--- config.mk ---
export PLATFORM = sky130hd
export DESIGN_NAME = plde_ctrl
export DESIGN_NICKNAME = d
export VERILOG_FILES = /design/src/design/plde_pkg.sv /design/src/design/plde_ctrl.sv
export SDC_FILE = /design/constraint.sdc
export NUM_CORES = 1
export LEC_CHECK = 0
export BUFFER_PORTS_ARGS = -buffer_cell sky130_fd_sc_hd__buf_2
export CAP_MARGIN = 20
export CELL_PAD_IN_SITES_DETAIL_PLACEMENT = 0
export CELL_PAD_IN_SITES_GLOBAL_PLACEMENT = 1
export CORE_AREA = 4 4 62 64
export CTS_CLUSTER_DIAMETER = 200
export CTS_CLUSTER_SIZE = 10
export DETAILED_ROUTE_END_ITERATION = 12
export DIE_AREA = 0 0 66 68
export GPL_TIMING_DRIVEN = 0
export PLACE_DENSITY = 0.84
export SLEW_MARGIN = 20
export SYNTH_ARGS = -nofsm -noshare
export SYNTH_HDL_FRONTEND = slang
export SYNTH_SLANG_ARGS = --single-unit
--- constraint.sdc ---
create_clock -name clk -period 5.6 [get_ports clk]
set_input_delay 1.4 -clock clk [delete_from_list [all_inputs] [get_ports clk]]
set_output_delay 1.4 -clock clk [all_outputs]
set_load 0.05 [all_outputs]
--- src/design/plde_pkg.sv ---
// ----------------------------------------------------------------------------
// plde_pkg: shared types and constants for the positional list deque
// Element storage sizes, operation and status codes, cell command bundle.
// ----------------------------------------------------------------------------
package plde_pkg;

  localparam int CAPACITY = 64;
  localparam int ELEM_W   = 32;

  // Fixed field widths of the request and result items
  localparam int OPCODE_W = 3;
  localparam int POS_W    = 7;
  localparam int VALUE_W  = 32;
  localparam int STATUS_W = 2;
  localparam int COUNT_W  = 7;

  localparam int IDX_W = (CAPACITY > 1) ? $clog2(CAPACITY) : 1;
  localparam int CNT_W = $clog2(CAPACITY + 1);
  localparam int CMP_W = ((CNT_W > POS_W) ? CNT_W : POS_W) + 1;

  typedef logic [ELEM_W-1:0] elem_t;
  typedef logic [IDX_W-1:0]  idx_t;
  typedef logic [CNT_W-1:0]  cnt_t;

  typedef enum logic [OPCODE_W-1:0] {
    OP_ADD_FRONT  = 3'd0,
    OP_ADD_REAR   = 3'd1,
    OP_REM_FRONT  = 3'd2,
    OP_REM_REAR   = 3'd3,
    OP_REM_AT     = 3'd4,
    OP_INS_BEFORE = 3'd5
  } opcode_t;

  typedef enum logic [STATUS_W-1:0] {
    ST_OK        = 2'd0,
    ST_UNDERFLOW = 2'd1,
    ST_RANGE     = 2'd2,
    ST_FULL      = 2'd3
  } status_t;

  // Broadcast to every cell: shift open a gap or close one at index at
  typedef struct packed {
    logic ins;
    logic del;
    idx_t at;
  } cell_cmd_t;

  // Keep the low ELEM_W bits of an incoming value
  function automatic elem_t to_elem(input logic [VALUE_W-1:0] v);
    logic [63:0] w;
    w = {32'b0, v};
    return w[ELEM_W-1:0];
  endfunction

  // Report an element in 32 bits, zero-extended or truncated
  function automatic logic [VALUE_W-1:0] to_word(input elem_t e);
    logic [63:0] w;
    w = 64'(e);
    return w[VALUE_W-1:0];
  endfunction

endpackage

--- src/design/plde_ctrl.sv ---
// ----------------------------------------------------------------------------
// plde_ctrl: request decode and element count
// Checks bounds, picks the cell command and tracks the held count.
// ----------------------------------------------------------------------------
module plde_ctrl
  import plde_pkg::*;
(
  input  logic                clk,
  input  logic                rst_n,
  input  logic                accept,
  input  logic [OPCODE_W-1:0] opcode,
  input  logic [POS_W-1:0]    position,
  output cell_cmd_t           cmd,
  output status_t             status,
  output cnt_t                cnt_nxt,
  output cnt_t                held
);

  cnt_t             held_r;
  cnt_t             held_nxt;
  logic [CMP_W-1:0] pos_ext;
  logic [CMP_W-1:0] held_ext;
  logic             full;
  logic             empty;
  logic             ins;
  logic             del;
  idx_t             at;
  status_t          st;

  assign pos_ext  = CMP_W'(position);
  assign held_ext = CMP_W'(held_r);
  assign full     = (held_ext >= CMP_W'(CAPACITY));
  assign empty    = (held_r == '0);

  always_comb begin
    ins = 1'b0;
    del = 1'b0;
    at  = '0;
    st  = ST_OK;
    unique case (opcode)
      OP_ADD_FRONT: begin
        if (full) st = ST_FULL;
        else ins = 1'b1;
      end
      OP_ADD_REAR: begin
        if (full) st = ST_FULL;
        else begin
          ins = 1'b1;
          at  = held_r[IDX_W-1:0];
        end
      end
      OP_REM_FRONT: begin
        if (empty) st = ST_UNDERFLOW;
        else del = 1'b1;
      end
      OP_REM_REAR: begin
        if (empty) st = ST_UNDERFLOW;
        else begin
          del = 1'b1;
          at  = idx_t'(held_r - cnt_t'(1));
        end
      end
      OP_REM_AT: begin
        if (pos_ext == '0 || pos_ext > held_ext) st = ST_RANGE;
        else begin
          del = 1'b1;
          at  = idx_t'(pos_ext - CMP_W'(1));
        end
      end
      OP_INS_BEFORE: begin
        if (pos_ext == '0 || pos_ext > held_ext + CMP_W'(1)) st = ST_RANGE;
        else if (full) st = ST_FULL;
        else begin
          ins = 1'b1;
          at  = idx_t'(pos_ext - CMP_W'(1));
        end
      end
      default: begin
        // unused codes: no operation
      end
    endcase
  end

  always_comb begin
    held_nxt = held_r;
    if (accept && ins) held_nxt = held_r + cnt_t'(1);
    else if (accept && del) held_nxt = held_r - cnt_t'(1);
  end

  always_ff @(posedge clk) begin
    if (!rst_n) begin
      held_r <= '0;
    end else begin
      held_r <= held_nxt;
    end
  end

  assign cmd.ins = accept && ins;
  assign cmd.del = accept && del;
  assign cmd.at  = at;
  assign status  = st;
  assign cnt_nxt = held_nxt;
  assign held    = held_r;

endmodule

Word level (Yosys, flattened, before mapping)
Index checks and enable logic that the tools add are counted.

word-level totals
  word-level logic and storage cells = 41
  input port bits = 13
  register bits after elaboration = 7
  output and inout bits = 24

operators by class
  $add $sub $neg = 4
  multiplexer cells = 19
  $lt $le $gt $ge = 3
  reductions and logical operators = 9
  eq/ne operators = 5

operator list
  cell                 count
  $mux 6               5
  $pmux 6 s4           1
  $mux 7               2
  $add 7x1->8 const B  1
  $gt 7x8->1           1
  $logic_not 8->1      1
  $pmux 2 s4           1
  $add 7x1->7 const B  1
  $ge 7x7->1 const B   1
  $gt 7x7->1           1
  $logic_not 7->1      1
  $sub 7x1->7 const B  1
  $eq 3x2->1 const B   2
  $eq 3x3->1 const B   2
  $mux 2               3
  $sub 6x1->6 const B  1
  $mux 1               5
  $pmux 1 s2           2
  $reduce_or 2->1      2
  $eq 3x1->1 const B   1
  $logic_not 3->1      1
  $logic_and 1x1->1    2
  $logic_or 1x1->1     2

Depth between registers and ports, before layout
Gate-level depths: netlist of the first run.

  word-level depth = 7
  depth in mapped cells = 14
  gate-level depth less buffers = 13

Worst setup path before layout of the first run
OpenSTA, ideal clock, no wires.

  path type = register to output
  start = reg held_r[2], in the netlist held[2]
  end = out cnt_nxt[2]
  data required time = 4.200 ns
  arrival time = 3.867 ns
  setup slack = 0.333 ns
  cell stages (with the launch flop) = 15
  buffers on the path = 1
  cells stage by stage = dfxtp_1 > buf_4 > inv_1 > nor3_1 > nand2_1 > xnor2_1 > ha_1 > a21o_1 > a21oi_1 > o211ai_1 > a21oi_1 > nor2_1 > inv_2 > a22oi_2 > xnor2_1

RTL lines
  element                 line             RTL
  start, declared         plde_ctrl.sv:19  cnt_t held_r;
  start signal, assigned  plde_ctrl.sv:94  held_r <= held_nxt;
  end, declared           plde_ctrl.sv:15  output cnt_t cnt_nxt,

Worst setup path in the final report of the first run
  start = reg held_r[0], in the netlist held[0]
  end = out cnt_nxt[3]

between the ends
  word-level cells in the longest chain between the ends = 7
  elaborated cells on any way between the ends = 19
  those cells by class = add/sub (3); order compare (3); mux (8); reduce/logical (5)

ends and longest elaborated chain
  element                                                 line                              RTL
  $add 7x1->8 / $gt 7x7->1 (equally long branches)        plde_ctrl.sv:71, plde_ctrl.sv:64
  $gt 7x8->1 / $logic_or 1x1->1 (equally long branches)   plde_ctrl.sv:71, plde_ctrl.sv:64
  $logic_or 1x1->1 / $mux 1 (equally long branches)       plde_ctrl.sv:71, plde_ctrl.sv:64
  $mux 1 / $pmux 1 s2 (equally long branches)             plde_ctrl.sv:71, plde_ctrl.sv:40
  $pmux 1 s2 / $logic_and 1x1->1 (equally long branches)  plde_ctrl.sv:40, plde_ctrl.sv:87
  $logic_and 1x1->1 / $mux 7 (equally long branches)      plde_ctrl.sv:86, plde_ctrl.sv:87
  $mux 7 *                                                plde_ctrl.sv:86                   if (accept && ins) held_nxt = held_r + cnt_t'(1);

Every way passes the cells marked *; elsewhere a longest branch is shown, timed or not.

==> results.cfg, run 1 <==
[power]
peakVddDrop_mv = 0.120
power_density_nw_per_um2 = 288
p_leak_uw = 0.000724

[yosys]
async_reset_ff_share_pct = 0
ys_warn_count = 0
synth_fp_nets = 207
synth_cell_types = 55
synthTopCellsByArea = ha_1 17%, dfxtp_1 11%, xnor2_1 6.8%, nand2_1 6.1%, nor3_1 4.3%
yosysTopAreaCell = ha_1
synthesis.instances = 176
yosysTopAreaCellShare_pct = 17.4
avgSynthCellArea_um2 = 7.34
seq_area_frac_synth_pct = 10.8
synth-main-ff-cell = dfxtp_1
synth_most_common_cell = nand2_1
synth_common_cells = 21 x nand2_1, 18 x ha_1, 14 x inv_1
synth_area_um2 = 1290
synth_edf_count = 0
ys_ff_latch = 7

[placed_design]
io_buffers = 35
place_congestion = 0.873
dp_hpwl_mm = 3.08

[global_route]
grt_overflow = 0
grt_max_degree = 10
grt_antenna_before_repair = 0
grt_first_pass_wirelength_mm = 5.74
grt_pass1_vias = 1263
grtUsageTotal_pct = 16.5

[floorplanning]
core_area_um2 = 3280
pin_count = 37
die_x_um = 66
num_rows = 21
die_height_um = 68
dieArea_um2 = 4490
initial_utilization_pct = 39.4

[cts]
clk_latency_ps = 250
path_clk_slew_ps = 50
numCtsBuffers = 3
cts_resized = 0
max-clock-path-buffers = 2
post_cts_buffers = 0
root_buffer = clkbuf_4
ctsHoldBuffers = 0
clkSinkCount = 7
cts_tree = yes
htreeDepth = 1

[final_layout]
largest_reg_flops = 7
multiInputGateArea_um2 = 1050
n_antenna_cell = 0
drive_gt1_share_pct = 23.7
finalNetCount = 247
n_fill_cell = 348
syn2layout_area_growth_pct = 20.0
seqCellArea_um2 = 140

[sta]
slew_headroom_pct = 41.4
worst_slew_pin_slew_ps = 871
fin_crit_sh_pct = 92.6
rsz0062_at_grt = no
final_hold_viol_count = 0
fin_skew_ps = 3.53
setup_violations = 0
finalSetupTns_ps = 0
fin_crit_ps = 5190
slew_viol_final = 0
hold_slack_ps = 578
max_clock_freq_mhz = 193

[detailed_routing]
drtPass1Iterations = 4
wl_per_cell_um = 13.9
wirelength_mm = 3.62
detail_route.iter0.violations = 101
antenna_left = 0
vias = 1400
viasPerCell = 5.36
drc = 0

[critical_path]
worstPathCellList = inv_1, nor3_1, nand2_1, xnor2_1, ha_1, a21o_1, a21oi_1, a211oi_1, a21oi_1, nor2_1, inv_2, a221oi_1, nor2_1, buf_2
cp_slowest_stage_delay_ps = 530
path_class = flop to primary output
arrival_ps = 3790
cp-start-kind = flop
required_ps = 4200
slowest_stage = dfxtp_1
worstPathMaxFanout = 9
end_kind = primary output

[hold_path]
worstHoldPathType = flop to flop

[run_status]
status = completed

[job]
drv_cap = 0
[stage by stage]
step,util [%],total power (µW),instance area [µm²],instances,setup slack [ps]
3_3_place_gp,46.4,401,1530,257,565
3_5_place_dp,46.4,401,1530,257,557
2_1_floorplan,-,328,1290,176,333
5_1_grt,47.2,479,1550,261,176
4_1_cts,47.2,448,1550,261,452
6_report,47.2,446,1550,261,412
[placed cells by master, fill, tap and decap left out, types with 2 or more instances in the layout]
cell      count
buf_2        36
nand2_1      21
ha_1         18
inv_1        14
nor3_1       11
nand3_1      10
xnor2_1      10
nor2_1       10
a21oi_1       8
o21ai_0       8
dfxtp_1       7
a21o_1        3
nor4_1        3
and2_1        3
o221ai_1      3
clkbuf_4      3
clkbuf_1      2
nand4_1       2
a211oi_1      2
nor2b_1       2
xor2_1        2
nor3b_1       2
mux2i_1       2
[area by class of cell]
class,count,share of cell area (%)
clock buffer,4,1.69
timing repair buffer,35,11.3
multi-input combinational,147,68.0
tap,46,3.71
inverter,17,4.27
sequential,7,9.03
buffer,5,2.02
[layer usage]
metal / wire length (µm) / track usage (%)
met1: 1710 / 22.7
met2: 1660 / 27.4
met3: 246 / 3.45
met4: 4 / 1.78
met5: 0 / 0
[path summary, 6_finish.rpt]
path                start    endpoint  slack, ps  cells after the start
setup / recovery  held[0]  cnt_nxt[3]        410                     14
setup reg to reg  held[0]     held[3]       2150                     13
hold / removal    held[4]     held[4]        580                      2
hold reg to reg   held[4]     held[4]        580                      2
[logic make-up after synthesis]
kind of cell               after synthesis  share of synthesized area, %
DFF                                      7                          10.8
and+or+nand+nor                         73                          30.7
xor gates and xnor gates                12                          8.13
AOI/OAI and AO/OA                       42                          23.8
buffers and inverters                   22                          7.55
muxes                                    2                          1.55
adders and majority gates               18                          17.4
[where the power goes]
part | switching [µW] | leakage (µW) | total [µW] | internal (µW)
registers | 10.7 | 0.0000570 | 67.9 | 57.2
logic | 234 | 0.000652 | 333 | 99.3
clock network | 17.8 | 0.0000150 | 45.0 | 27.1
total | 263 | 0.000724 | 446 | 184
[critical path: cells and delay by family, from the launching register on]
| kind | cells | cell delay, ps |
|---|---|---|
| buffers and inverters | 3 | 490 |
| AND/OR/NAND/NOR | 4 | 1000 |
| AO/OA/AOI/OAI | 5 | 1050 |
| flip-flops | 1 | 530 |
| adder cells (fa/ha/maj) | 1 | 290 |
| XOR/XNOR | 1 | 160 |
Power figures use the tool's default switching activity.
==> run 2: changes to the inputs <==
--- a/config.mk
+++ b/config.mk
@@ -16,6 +16,7 @@
 export DIE_AREA = 0 0 66 68
 export GPL_TIMING_DRIVEN = 0
 export PLACE_DENSITY = 0.84
+export REMOVE_ABC_BUFFERS = 1
 export SLEW_MARGIN = 20
 export SYNTH_ARGS = -nofsm -noshare
 export SYNTH_HDL_FRONTEND = slang
==> results.cfg, run 2 (same netlist as run 1, synthesis figures left out) <==
[critical_path]
cp-start-kind = flop
end_kind = primary output
slowest_stage = dfxtp_1
reg2reg_slack_ps = 2110
worstPathCellList = inv_1, nor3_1, nand2_1, xnor2_1, ha_1, a21o_1, a21oi_1, a211oi_1, a21oi_1, nor2_1, inv_2, a22oi_2, xnor2_1, buf_2
rr_endpoint = held[3]
path_class = flop to primary output
crit_family = simple AND/OR/NAND/NOR gates
cp_slowest_stage_delay_ps = 540
cp.buffers_inverters = 3
cp.depth = 14
critPathLaunch = held[2]
worstSetupEndpoint = cnt_nxt[2]
worstPathMaxFanout = 10
r2r_start = held[2]
reg2reg_depth = 13
arrival_ps = 3850
required_ps = 4200

[global_route]
grtUsageTotal_pct = 16.7
grt_overflow = 0
grt_pass1_vias = 1281
grt_antenna_before_repair = 0
gr-max-usage-layer = met2
grt_first_pass_wirelength_mm = 5.95
use_met3_pct = 2.30
met1_usage_pct = 23.2
use_met2_pct = 28.5
grt_max_degree = 11

[final_layout]
n_antenna_cell = 0
drive_gt1_share_pct = 23.7
finalNetCount = 243
layout_common_cells = 36 x buf_2, 21 x nand2_1, 18 x ha_1
n_fill_cell = 373
fin_cells = 257
syn2layout_area_growth_pct = 18.1
layout_commonest_cell = buf_2
largest_reg_flops = 7

[floorplanning]
die_x_um = 66
die_height_um = 68
pin_count = 37
num_rows = 21
core_area_um2 = 3280
initial_utilization_pct = 39.4
dieArea_um2 = 4490

[sta]
finalSetupTns_ps = 0
final_hold_viol_count = 0
fin_crit_sh_pct = 93.8
fin_crit_ps = 5250
max_clock_freq_mhz = 190
slew_viol_final = 0
setup_violations = 0
worst_slew_pin_slew_ps = 806
slew_headroom_pct = 45.8
rsz0062_at_grt = no
fin_skew_ps = 8.87
hold_slack_ps = 585

[cts]
ctsHoldBuffers = 0
post_cts_buffers = 0
cts_tree = yes
clkSinkCount = 7
path_clk_slew_ps = 60
cts_resized = 0
htreeDepth = 1
root_buffer = clkbuf_4
numCtsBuffers = 3
max-clock-path-buffers = 2
clk_latency_ps = 260

[power]
p_leak_uw = 0.000711
seq_power_share_pct = 16.9
swShare_pct = 59.6
p_int_uw = 179
power_density_nw_per_um2 = 291
peakVddDrop_mv = 0.186
power_frac_comb_pct = 72.2
p_clk_share_pct = 10.9
power.switching_uw = 265

[run_status]
status = completed

[placed_design]
io_buffers = 36
dp_hpwl_mm = 3.03
place_congestion = 0.861
placed_cells = 253

[hold_path]
worstHoldPathType = flop to flop

[detailed_routing]
drc = 0
detail_route.iter0.violations = 65
drtPass1Iterations = 4
vias = 1377
wirelength_mm = 3.66
antenna_left = 0
wl_per_cell_um = 14.2
viasPerCell = 5.36

[job]
drv_cap = 0
-- run 2: area by class of cell --
class	count	area (µm²)	area share [%]
inverters	17	66.3	4.34
clock buffers	3	22.5	1.48
multi-input cells	147	1050	69.1
repair buffers	36	180	11.8
flip-flops and latches	7	140	9.18
clock inverters	1	5.00	0.328
well taps	46	57.6	3.77
-- run 2: worst min path at each step --
stage | slack (ps) | endpoint | depth (start not counted) | startpoint
finish | 580 | held[4] | 2 | held[4]
global route | 640 | held[4] | 2 | held[4]
CTS | 580 | held[4] | 2 | held[4]
detailed placement | 570 | held[4] | 2 | held[4]
global placement | 570 | held[4] | 2 | held[4]
floorplan | 730 | held[4] | 2 | held[4]
-- run 2: routing by layer --
layer	routed length, µm	part of all wire, %	up-vias
li1	-	-	712
met3	178	4.9	0
met2	1710	47	42
met5	0	0	-
met4	0	0	0
met1	1770	48	623
-- run 2: power groups by stage --
| stage | logic (µW) | registers (µW) | clock network, µW |
|---|---|---|---|
| after CTS | 321 | 74.8 | 48.2 |
| final | 321 | 75.1 | 48.2 |
| after detailed placement | 320 | 75.8 | 0 |
| after global routing | 349 | 77.1 | 50.4 |
| after floorplan | 227 | 96.6 | 0 |
| after global placement | 320 | 76.3 | 0 |
-- run 2: worst reg2reg max path: cells and delay by family, from the launching register on --
| family | cells | cell delay (ps) |
|---|---|---|
| XOR/XNOR | 1 | 170 |
| adder cells (fa/ha/maj) | 1 | 300 |
| flip-flops | 1 | 540 |
| AO/OA/AOI/OAI | 5 | 980 |
| AND/OR/NAND/NOR | 4 | 1050 |
| buffers and inverters | 2 | 320 |
-- run 2: stage by stage --
stage | setup WS (ps) | cell area [µm²] | utilization (%) | total power [µW]
final | 348 | 1530 | 46.5 | 444
after global routing | 30.6 | 1530 | 46.5 | 476
after CTS | 361 | 1530 | 46.5 | 444
after detailed placement | 538 | 1500 | 45.6 | 396
after global placement | 539 | 1500 | 45.6 | 396
after floorplan | 270 | 1260 | - | 323
