==> config.mk <==
export PLATFORM = sky130hd
export DESIGN_NAME = plde_cell
export DESIGN_NICKNAME = d
export VERILOG_FILES = /design/src/design/plde_pkg.sv /design/src/design/plde_cell.sv
export SDC_FILE = /design/constraint.sdc
export NUM_CORES = 1
export LEC_CHECK = 0
export ABC_AREA = 1
export BUFFER_PORTS_ARGS = -buffer_cell sky130_fd_sc_hd__buf_2
export CAP_MARGIN = 0
export CORE_MARGIN = 2
export CORE_UTILIZATION = 42
export CTS_BUF_LIST = sky130_fd_sc_hd__clkbuf_16
export CTS_CLUSTER_DIAMETER = 80
export DETAILED_ROUTE_END_ITERATION = 8
export PLACE_DENSITY = 0.87
export SLEW_MARGIN = 20
export SYNTH_ARGS = -nofsm -noshare
export SYNTH_HDL_FRONTEND = slang
export SYNTH_SLANG_ARGS = --single-unit
==> constraint.sdc <==
create_clock -name clk -period 2.4 [get_ports clk]
set_input_delay 0.24 -clock clk [delete_from_list [all_inputs] [get_ports clk]]
set_output_delay 0.24 -clock clk [all_outputs]
set_load 0.01 [all_outputs]
==> src/design/plde_pkg.sv <==
// ----------------------------------------------------------------------------
// plde_pkg: shared types and constants for the positional list deque
// Element storage sizes, operation and status codes, cell command bundle.
// ----------------------------------------------------------------------------
package plde_pkg;

  localparam int CAPACITY = 64;
  localparam int ELEM_W   = 32;

  // Fixed field widths of the request and result items
  localparam int OPCODE_W = 3;
  localparam int POS_W    = 7;
  localparam int VALUE_W  = 32;
  localparam int STATUS_W = 2;
  localparam int COUNT_W  = 7;

  localparam int IDX_W = (CAPACITY > 1) ? $clog2(CAPACITY) : 1;
  localparam int CNT_W = $clog2(CAPACITY + 1);
  localparam int CMP_W = ((CNT_W > POS_W) ? CNT_W : POS_W) + 1;

  typedef logic [ELEM_W-1:0] elem_t;
  typedef logic [IDX_W-1:0]  idx_t;
  typedef logic [CNT_W-1:0]  cnt_t;

  typedef enum logic [OPCODE_W-1:0] {
    OP_ADD_FRONT  = 3'd0,
    OP_ADD_REAR   = 3'd1,
    OP_REM_FRONT  = 3'd2,
    OP_REM_REAR   = 3'd3,
    OP_REM_AT     = 3'd4,
    OP_INS_BEFORE = 3'd5
  } opcode_t;

  typedef enum logic [STATUS_W-1:0] {
    ST_OK        = 2'd0,
    ST_UNDERFLOW = 2'd1,
    ST_RANGE     = 2'd2,
    ST_FULL      = 2'd3
  } status_t;

  // Broadcast to every cell: shift open a gap or close one at index at
  typedef struct packed {
    logic ins;
    logic del;
    idx_t at;
  } cell_cmd_t;

  // Keep the low ELEM_W bits of an incoming value
  function automatic elem_t to_elem(input logic [VALUE_W-1:0] v);
    logic [63:0] w;
    w = {32'b0, v};
    return w[ELEM_W-1:0];
  endfunction

  // Report an element in 32 bits, zero-extended or truncated
  function automatic logic [VALUE_W-1:0] to_word(input elem_t e);
    logic [63:0] w;
    w = 64'(e);
    return w[VALUE_W-1:0];
  endfunction

endpackage

==> src/design/plde_cell.sv <==
// ----------------------------------------------------------------------------
// plde_cell: one storage cell of the list
// Holds one element; loads from the left, the right or the new value.
// ----------------------------------------------------------------------------
module plde_cell
  import plde_pkg::*;
(
  input  logic      clk,
  input  cell_cmd_t cmd,
  input  idx_t      my_idx,
  input  elem_t     left_data,
  input  elem_t     right_data,
  input  elem_t     ins_data,
  output elem_t     data,
  output elem_t     tap
);

  elem_t data_r;
  elem_t data_nxt;

  always_comb begin
    data_nxt = data_r;
    if (cmd.ins) begin
      if (my_idx > cmd.at) begin
        data_nxt = left_data;
      end else if (my_idx == cmd.at) begin
        data_nxt = ins_data;
      end
    end else if (cmd.del) begin
      if (my_idx >= cmd.at) begin
        data_nxt = right_data;
      end
    end
  end

  always_ff @(posedge clk) begin
    data_r <= data_nxt;
  end

  assign data = data_r;
  // offer the current element when this cell is the one being removed
  assign tap  = (cmd.del && (my_idx == cmd.at)) ? data_r : '0;

endmodule

# Yosys cells after proc, flatten, opt, wreduce, memory -nomap -nowiden
# Index checks and enable logic that the tools add are counted.
# Widths: inputs -> output; s select.
[op_classes]
magnitude_cmp = 2
eq_ne = 2
muxes = 6
n_reduce_logical = 4
[ops]
columns = ["cell", "count"]
rows = [
  ["$mux 32", 6],
  ["$eq 6x6->1", 1],
  ["$ge 6x6->1", 1],
  ["$gt 6x6->1", 1],
  ["$reduce_bool 2->1", 2],
  ["$ne 3x1->1 const B", 1],
  ["$reduce_and 3->1", 1],
  ["$logic_and 1x1->1", 1],
]
[word_totals]
regBits = 32
in_bits = 111
output_inout_bits = 64
elab_cells = 15

# Longest topological paths before layout
# Gate-level depths: netlist (run 1).
[depth]
depth_word = 4
mapped_depth = 12
depth_no_buf = 11

# Worst setup path after synthesis (run 1)
# OpenSTA, ideal clock, no wires.
[synth_timing]
path_kind = "input to register"
from = "input port cmd[5] in the netlist's numbering"
to = "register data_r[0] (netlist: data[0]), enable pin"
setup_time_ps = 387
arrival_ps = 1817
required_time_ps = 2013
path_slack_ps = 197
path_stages = 9
path_buffers = 1
cell_sequence = "inv_1 -> ha_1 -> nand2_1 -> nor2_4 -> nand2_2 -> nand3_4 -> buf_4 -> o22ai_1 -> inv_1"
[synth_between]
elab_chain_len = 3
word_cells_on_any_way = 6
classes_between = "order compare: 2; eq/ne: 2; reduce/logical: 2"
[synth_lines]
columns = ["element", "line", "text"]
rows = [
  ["from (decl)", "plde_cell.sv:9", "input cell_cmd_t cmd,"],
  ["$gt 6x6->1 (tied with other cells)", "plde_cell.sv:24", "if (my_idx > cmd.at) begin"],
  ["$ne 3x1->1 (no line) or $reduce_bool 2->1 (tied branches)", "--", ""],
  ["$reduce_and 3->1 (no line) (*)", "--", ""],
  ["to (signal assigned)", "plde_cell.sv:37", "data_r <= data_nxt;"],
  ["to (decl)", "plde_cell.sv:18", "elem_t data_r;"],
]
# Every way passes the cells marked *; elsewhere a longest branch is shown, timed or not.
# A chain may end at the register's enable or synchronous reset.

# Worst setup path after layout (run 1)
[layout_timing]
from = "input port cmd[5] in the netlist's numbering"
to = "output port tap[21]"
[layout_between]
elab_chain_len = 3
[layout_lines]
columns = ["element", "line", "text"]
rows = [
  ["$eq 6x6->1", "plde_cell.sv:42", "assign tap = (cmd.del && (my_idx == cmd.at)) ? data_r : '0;"],
  ["$logic_and 1x1->1", "plde_cell.sv:42", ""],
  ["$mux 32", "plde_cell.sv:42", ""],
  ["to (decl)", "plde_cell.sv:15", "output elem_t tap"],
]
# Every way passes these cells.

==> results_dict.tcl, run 1 <==
set metrics [dict create \
    placedCellCount 605 \
    syn_avg_cell_area_sq_um 6.622 \
    start_util 0.4404 \
    finalMaxSlewViolations 0 \
    via_per_inst 4.485 \
    crit_path_max_incr_delay_ns 0.33 \
    synth_cell_types 17 \
    grt_pass1_wl_microns 10960 \
    routabilityCongestion 0.8624 \
    yosys_warnings 0 \
    ys_ff_latch 32 \
    final_layout_size_suffix_gt1_frac 0.3537 \
    dp.final_hpwl_microns 5601 \
    slew_headroom 0.3710 \
    worst-path-stages 10 \
    p_per_area_mw_per_mm2 542.8 \
    synth_simple_gate_area_share 0.3632 \
    slowest_stage "nand2_2" \
    layout_common_cells "buf_2, inv_1, nand2_1" \
    port_buffers 174 \
    num_vias 2745 \
    cts-resized-gates 0 \
    post-route-min-period_ns 2.160 \
    synth_edf_count 32 \
    final_nets 657 \
    die_x_microns 80.69 \
    finalCritPeriodShare 0.8999 \
    async_flop_share 0 \
    drt-total-wl_microns 7043 \
    largest_reg_flops 32 \
    path_clk_slew_ns 0.05 \
    ant_nets 0 \
    pre_cts_slack_ns 0.2249 \
    grt_max_degree 33 \
    globalRouteTotalUtil 0.2187 \
    final_common_cell "buf_2" \
    synthMuxAreaShare 0 \
    report.final.hold_viol_count 0 \
    arrival_ns 1.92 \
    timing.fmax_ghz 0.4630 \
    clock_path_buffers 2 \
    fillers 525 \
    drtIter0Drc 115 \
    final_util 0.6214 \
    drc 0 \
    hold_buffers 0 \
    synth_nets 490 \
    clock_tree.root_cell "clkbuf_16" \
    synth.cell_area_sq_mm 0.002470 \
    std_cell_rows 27 \
    dieHeight_microns 80.69 \
    gr-total-overflow 0 \
    syn_to_final_growth_pct 41.08 \
    dieArea_sq_mm 0.006510 \
    peakVddDrop_uv 336.3 \
    post-route-cell-area_sq_mm 0.003485 \
    grt_pass1_vias 2587 \
    crit_top_cell "buf_2" \
    outcome "finished, final reports clean" \
    cts_max_level 2 \
    leakage_nw 2.281 \
    finalSetupTns_ns 0 \
    ios 175 \
    final_cell_count_no_fill 612 \
    crit_end "tap[21]" \
    critical_path_class "in -> out" \
    core_area_sq_mm 0.005608 \
    cts_tree "yes" \
    worst_slew_pin_slew_ns 0.9425 \
    critPathCaptureType "output port" \
    hp-class "in -> reg" \
    syn_inst 373 \
    worst_slack_ns 0.2403 \
    clock-sinks 32 \
    synth_ff_type "edfxtp_1" \
    dr.pass1.iters 4 \
    synth_compound_area_frac 0.004559 \
    synth_top_family_by_area "simple AND/OR/NAND/NOR gates" \
    critical_path.cell_chain "buf_2, inv_1, ha_1, nand2_1, nor2_4, nand3_4, inv_2, nand2_2, nor2_1, buf_2" \
    antenna_found_initial 0 \
    cp.required_ns 2.16 \
    wl_per_cell_microns 11.51 \
    synth_xor_xnor_area_share 0 \
    cp_num_buf_inv 4 \
    cp_max_fo 32 \
    finalSetupViolCount 0 \
    cts_buffers 5 \
    cp_top_family "simple AND/OR/NAND/NOR gates" \
    placed_area_sq_mm 0.003352 \
    post_cts_buffers 0 \
    n_antenna_cell 0 \
    maxCapViolations 0 \
    synth_seq_area_share 0.3891 \
    timing.critical_path.from "cmd[5]" \
    startpoint_type "input pin" \
    synth_fa_ha_area_frac 0.03040 \
    rsz0062_at_grt "no" \
]
-- metal layers --
layer | vias to the layer above | global-route usage | wire (microns)
met5 | - | 0 | 0
met4 | 0 | 0.1051 | 208
met1 | 1178 | 0.2435 | 2711
met2 | 114 | 0.3992 | 3611
met3 | 18 | 0.03820 | 512
li1 | 1435 | - | -
-- synthesized netlist by cell type, types with 2 or more instances --
| library cell | instances | share of area |
|---|---|---|
| buf_2 | 9 | 0.018 |
| nand2_1 | 103 | 0.16 |
| nor2_1 | 32 | 0.049 |
| edfxtp_1 | 32 | 0.39 |
| inv_1 | 108 | 0.16 |
| buf_4 | 3 | 0.0091 |
| ha_1 | 6 | 0.030 |
| buf_6 | 3 | 0.014 |
| nand3_4 | 2 | 0.014 |
| nand3_1 | 64 | 0.13 |
| nand2_2 | 2 | 0.0051 |
| clkbuf_1 | 4 | 0.0061 |
-- worst min path at each step --
stage,start,end,slack (ns),depth (start not counted)
final,right_data[14],data[14]$_DFFE_PP_,0.24,3
after CTS,right_data[14],data[14]$_DFFE_PP_,0.24,3
after detailed placement,right_data[21],data[21]$_DFFE_PP_,0.52,3
after global placement,right_data[20],data[20]$_DFFE_PP_,0.51,3
after global routing,right_data[2],data[2]$_DFFE_PP_,0.25,3
after floorplan,right_data[0],data[0]$_DFFE_PP_,0.43,2
-- cell type report --
cell class | instances | area [sq um] | share of cell area
inverters | 109 | 409.1 | 0.1174
repair buffers | 179 | 908.4 | 0.2607
clock inverters | 2 | 7.507 | 0.002154
clock buffers | 5 | 125.1 | 0.03591
flip-flops and latches | 32 | 960.9 | 0.2758
multi-input cells | 213 | 983.4 | 0.2822
well taps | 72 | 90.09 | 0.02585
-- tightest hold or removal path, stage by stage --
cell	delay (ns)
buf_2	0.08
nand2_1	0.04
nand2_1	0.05
-- where the power goes --
part / internal (mW) / total, mW / switching (mW) / leakage, nW
Combinational: 0.222 / 0.542 / 0.321 / 1.91
Sequential: 0.737 / 0.783 / 0.0455 / 0.301
Clock: 0.369 / 0.566 / 0.197 / 0.0648
-- logic make-up (layout without fill, tap and decap cells) --
kind of cell,count (synthesis),count (layout)
compound gates,2,2
buf+inv,128,295
simple gates,205,205
fa+ha+maj,6,6
flops,32,32
-- through the flow --
| step | power, mW | hold slack [ns] |
|---|---|---|
| after floorplan | 1.107 | 0.4259 |
| after global placement | 1.320 | 0.5132 |
| after detailed placement | 1.338 | 0.5165 |
| after CTS | 1.908 | 0.2398 |
| after global routing | 2.017 | 0.2471 |
| final | 1.891 | 0.2411 |
No activity file was read; power rests on OpenSTA's default activity.
==> run 2: changes to the inputs <==
--- a/config.mk
+++ b/config.mk
@@ -9,11 +9,11 @@
 export BUFFER_PORTS_ARGS = -buffer_cell sky130_fd_sc_hd__buf_2
 export CAP_MARGIN = 0
 export CORE_MARGIN = 2
-export CORE_UTILIZATION = 42
+export CORE_UTILIZATION = 45
 export CTS_BUF_LIST = sky130_fd_sc_hd__clkbuf_16
 export CTS_CLUSTER_DIAMETER = 80
 export DETAILED_ROUTE_END_ITERATION = 8
-export PLACE_DENSITY = 0.87
+export PLACE_DENSITY = 0.92
 export SLEW_MARGIN = 20
 export SYNTH_ARGS = -nofsm -noshare
 export SYNTH_HDL_FRONTEND = slang
==> constraint.sdc (replaced) <==
create_clock -name clk -period 2.7 [get_ports clk]
set_input_delay 0.27 -clock clk [delete_from_list [all_inputs] [get_ports clk]]
set_output_delay 0.27 -clock clk [all_outputs]
set_load 0.01 [all_outputs]
==> run 2 against run 1 <==
Setup slack improved by 0.21 ns. Sequential share of layout area fell by 0.23 points. Critical endpoint unchanged. Critical path depth did not move. Routed wire length rose by 1.5%. Largest power group unchanged.
==> results_dict.tcl, run 2 (synthesis gave the netlist of run 1 again) <==
set metrics [dict create \
    cp.required_ns 2.43 \
    timing.fmax_ghz 0.4438 \
    gr-total-overflow 0 \
    clock-sinks 32 \
    swShare 0.2879 \
    arrival_ns 1.98 \
    post-route-min-period_ns 2.253 \
    cts_buffers 5 \
    dp.final_hpwl_microns 5560 \
    finalSetupViolCount 0 \
    num_vias 2789 \
    dieArea_sq_mm 0.006097 \
    placedCellCount 603 \
    peakVddDrop_uv 368.1 \
    crit_path_max_incr_delay_ns 0.36 \
    cts-resized-gates 0 \
    startpoint_type "input pin" \
    die_x_microns 78.09 \
    wl_per_cell_microns 11.70 \
    met3_length_microns 514 \
    crit_top_cell "buf_2" \
    leakage_nw 2.301 \
    dr.pass1.iters 4 \
    cts_max_level 2 \
    finalMaxSlewViolations 0 \
    dieHeight_microns 78.09 \
    finalCritPeriodShare 0.8346 \
    drtIter0Drc 113 \
    via_per_inst 4.565 \
    routabilityCongestion 0.8014 \
    core_area_sq_mm 0.005205 \
    final_layout_size_suffix_gt1_frac 0.3567 \
    hp-class "in -> reg" \
    p_int_mw 1.282 \
    critical_path.cell_chain "buf_2, inv_1, ha_1, nand2_1, nor2_4, nand3_4, inv_2, nand2_2, nor2_1, buf_2" \
    layout_common_cells "buf_2, inv_1, nand2_1" \
    p_seq_frac 0.389 \
    post_cts_buffers 0 \
    grt_max_degree 33 \
    p_comb_frac 0.267 \
    port_buffers 174 \
    start_util 0.4745 \
    outcome "finished, final reports clean" \
    largest_reg_flops 32 \
    drt-total-wl_microns 7148 \
    drc 0 \
    route.met2.wl_microns 3734 \
    p_per_area_mw_per_mm2 512.2 \
    grt_pass1_wl_microns 11390 \
    clock_path_buffers 2 \
    clock_tree.root_cell "clkbuf_16" \
    ios 175 \
    final_common_cell "buf_2" \
    final_cell_count_no_fill 611 \
    slowest_stage "nand2_2" \
    cts_tree "yes" \
    n_antenna_cell 0 \
    worst_slew_pin_slew_ns 0.9552 \
    path_clk_slew_ns 0.05 \
    globalRouteTotalUtil 0.2360 \
    ant_nets 0 \
    hold_buffers 0 \
    cp_num_buf_inv 4 \
    pwr-share-clk 0.344 \
    m1WireLength_microns 2867 \
    maxCapViolations 0 \
    final_nets 657 \
    report.final.hold_viol_count 0 \
    critPathCaptureType "output port" \
    cp_max_fo 32 \
    finalSetupTns_ns 0 \
    cp_top_family "simple AND/OR/NAND/NOR gates" \
    antenna_found_initial 0 \
    rsz0062_at_grt "no" \
    grt_pass1_vias 2582 \
    slew_headroom 0.3625 \
    std_cell_rows 26 \
    switchingPower_uw 518.1 \
    maxUsedRoutingLayer "met4" \
    syn_to_final_growth_pct 42.25 \
    critical_path_class "in -> out" \
]
==> run 2: path summary, 6_finish.rpt <==
| path | from | to | cells past startpoint |
|---|---|---|---|
| max | cmd[5] | tap[21] | 10 |
| min | right_data[4] | data[4]$_DFFE_PP_ | 3 |
==> run 2: stage by stage <==
step / hold WS (ns) / cell area [sq um] / setup WS (ns) / power [mW] / util
after CTS: 0.2619 / 3513 / 0.4230 / 1.814 / 0.6750
after floorplan: 0.4559 / 2470 / 0.4668 / 0.9842 / -
after global routing: 0.2748 / 3513 / 0.2558 / 1.904 / 0.6750
after detailed placement: 0.5443 / 3349 / 0.4318 / 1.191 / 0.6435
after global placement: 0.5394 / 3349 / 0.5793 / 1.175 / 0.6435
final: 0.2677 / 3513 / 0.4465 / 1.800 / 0.6750
==> run 2: power groups by stage <==
stage / logic, mW / registers [mW] / clock network (mW)
after floorplan: 0.240 / 0.744 / 0
after global placement: 0.469 / 0.706 / 0
after detailed placement: 0.483 / 0.708 / 0
after CTS: 0.485 / 0.701 / 0.629
after global routing: 0.539 / 0.711 / 0.654
final: 0.481 / 0.700 / 0.619
==> run 2: cell type report <==
type | count | area, sq um
clock buffer | 5 | 125.1
inverter | 109 | 409.1
multi-input combinational | 213 | 983.4
tap | 70 | 87.58
clock inverter | 3 | 38.79
fill | 490 | 1692
sequential | 32 | 960.9
timing repair buffer | 179 | 908.4
==> run 2: layer usage <==
metal,global-route usage,vias up
li1,-,1436
met1,0.2675,1230
met2,0.4448,121
met3,0.05862,2
met5,0,-
met4,0.05263,0
==> run 3: changes to the inputs <==
--- a/config.mk
+++ b/config.mk
@@ -5,15 +5,15 @@
 export SDC_FILE = /design/constraint.sdc
 export NUM_CORES = 1
 export LEC_CHECK = 0
-export ABC_AREA = 1
+export ABC_AREA = 0
 export BUFFER_PORTS_ARGS = -buffer_cell sky130_fd_sc_hd__buf_2
 export CAP_MARGIN = 0
 export CORE_MARGIN = 2
-export CORE_UTILIZATION = 45
+export CORE_UTILIZATION = 39
 export CTS_BUF_LIST = sky130_fd_sc_hd__clkbuf_16
 export CTS_CLUSTER_DIAMETER = 80
 export DETAILED_ROUTE_END_ITERATION = 8
-export PLACE_DENSITY = 0.92
+export PLACE_DENSITY = 0.82
 export SLEW_MARGIN = 20
 export SYNTH_ARGS = -nofsm -noshare
 export SYNTH_HDL_FRONTEND = slang
==> constraint.sdc (replaced) <==
create_clock -name clk -period 2 [get_ports clk]
set_input_delay 0.2 -clock clk [delete_from_list [all_inputs] [get_ports clk]]
set_output_delay 0.2 -clock clk [all_outputs]
set_load 0.01 [all_outputs]
==> run 3 against run 2 <==
Power up 29%. Critical path depth down 2. Cell area up 9.7%. Setup slack worse by 0.36 ns. Global-route usage down 3.3 points.
==> results_dict.tcl, run 3 <==
set metrics [dict create \
    cts_tree "yes" \
    synth_most_common_cell "nand2_1" \
    cts_buffers 5 \
    critical_path.cell_chain "buf_2, inv_1, ha_1, and4_4, and3_4, buf_12, and3_1, buf_2" \
    p_total_mw 2.320 \
    crit_path_max_incr_delay_ns 0.36 \
    rsz0062_at_grt "no" \
    yosys.area.top_type "edfxtp_1" \
    worst_slew_pin_slew_ns 0.5003 \
    whs_ns 0.2896 \
    start_util 0.4040 \
    path_clk_slew_ns 0.05 \
    synth_cell_types 20 \
    maxCapViolations 0 \
    synthTopCellsByCount "nand2_1, nor2b_1" \
    routabilityCongestion 0.8105 \
    num_vias 3071 \
    synth_top_area_frac 0.3481 \
    cts_max_level 2 \
    hold_buffers 0 \
    final_common_cell "buf_2" \
    p_seq_frac 0.406 \
    grt_max_degree 61 \
    slowest_stage "ha_1" \
    port_buffers 174 \
    via_per_inst 5.407 \
    switchingPower_uw 670.1 \
    post-route-min-period_ns 1.915 \
    gr-total-overflow 0 \
    swShare 0.2888 \
    antenna_found_initial 0 \
    yosys-top-cells-area "edfxtp_1, a311o_1, nand2_1, o211ai_1, nor2b_1" \
    outcome "finished, final reports clean" \
    peakVddDrop_uv 296.0 \
    die_x_microns 88.13 \
    finalSetupTns_ns 0 \
    leakage_nw 1.828 \
    slew_headroom 0.6664 \
    final_nets 589 \
    pwr-share-clk 0.297 \
    synth_seq_area_share 0.3481 \
    ant_nets 0 \
    dieHeight_microns 88.13 \
    grt_pass1_wl_microns 12650 \
    final_layout_size_suffix_gt1_frac 0.4195 \
    syn_inst 317 \
    finalCritPeriodShare 0.9576 \
    cp_max_fo 47 \
    p_comb_frac 0.298 \
    dr.pass1.iters 4 \
    grt_pass1_vias 2893 \
    finalSetupViolCount 0 \
    drc 0 \
    syn_avg_cell_area_sq_um 8.707 \
    synth_ff_type "edfxtp_1" \
    synth_edf_count 32 \
    dp.final_hpwl_microns 6140 \
    largest_reg_flops 32 \
    report.final.hold_viol_count 0 \
    n_antenna_cell 0 \
    placed_area_sq_mm 0.003722 \
    crit_top_cell "buf_2" \
    cts-resized-gates 0 \
    arrival_ns 1.72 \
    critPathCaptureType "output port" \
    ys_ff_latch 32 \
    layout_common_cells "buf_2, nand2_1, nor2b_1" \
    drtIter0Drc 125 \
    final_util 0.5643 \
    hp-class "in -> reg" \
    timing.fmax_ghz 0.5222 \
    drt-total-wl_microns 8226 \
    startpoint_type "input pin" \
    dieArea_sq_mm 0.007766 \
    p_int_mw 1.650 \
    post-route-cell-area_sq_mm 0.003855 \
    post_cts_buffers 0 \
    wl_per_cell_microns 14.48 \
    finalMaxSlewViolations 0 \
    p_per_area_mw_per_mm2 601.9 \
    critical_path_class "in -> out" \
    yosys_warnings 0 \
    ios 175 \
    clock_path_buffers 2 \
    globalRouteTotalUtil 0.2035 \
    async_flop_share 0 \
    clock-sinks 32 \
    synth.cell_area_sq_mm 0.002760 \
    cp.required_ns 1.80 \
    clock_tree.root_cell "clkbuf_16" \
    min_path_cells 3 \
    syn_to_final_growth_pct 39.66 \
    std_cell_rows 30 \
    synth_nets 434 \
    core_area_sq_mm 0.006832 \
]
[run 3: final cells by class]
class                   instances  area [sq um]
fillers                       658          2977
multi-input cells             239          1565
clock buffers                   5         125.1
flip-flops and latches         32         960.9
repair buffers                188          1054
inverters                       6         22.52
clock inverters                 2         7.507
well taps                      96         120.1
[run 3: worst paths after layout]
kind	from	to	slack, ns
hold / removal	ins_data[6]	data[6]$_DFFE_PP_	0.29
setup / recovery	cmd[5]	tap[11]	0.08
[run 3: kinds of logic after synthesis]
group	count (synthesis)	share of synthesized area
buffers and inverters	46	0.09066
DFF	32	0.3481
and+or+nand+nor	133	0.2461
AOI/OAI and AO/OA	100	0.2879
adders and majority gates	6	0.02720
[run 3: per-layer routing]
metal,track usage,routed length [microns],vias up
met3,0.02639,579,8
met4,0.06749,96,0
met2,0.3829,4238,146
li1,-,-,1521
met1,0.2370,3312,1396
met5,0,0,-
[run 3: critical path, delay by kind of cell]
kind	cells	cell delay, ns
buf+inv	4	0.47
fa+ha+maj	1	0.36
simple gates	3	0.68
[run 3: power groups by stage]
stage	clock (mW)	sequential (mW)	combinational, mW
6_report	0.688	0.941	0.691
5_1_grt	0.737	0.953	0.761
4_1_cts	0.710	0.943	0.695
3_5_place_dp	0	0.955	0.693
3_3_place_gp	0	0.949	0.677
2_1_floorplan	0	1.00	0.307
[run 3: through the flow]
step | instances | setup slack, ns
floorplan | 317 | 0.005070
global placement | 561 | 0.1554
detailed placement | 561 | 0.1016
CTS | 568 | 0.09796
global route | 568 | 0.005320
finish | 568 | 0.08487
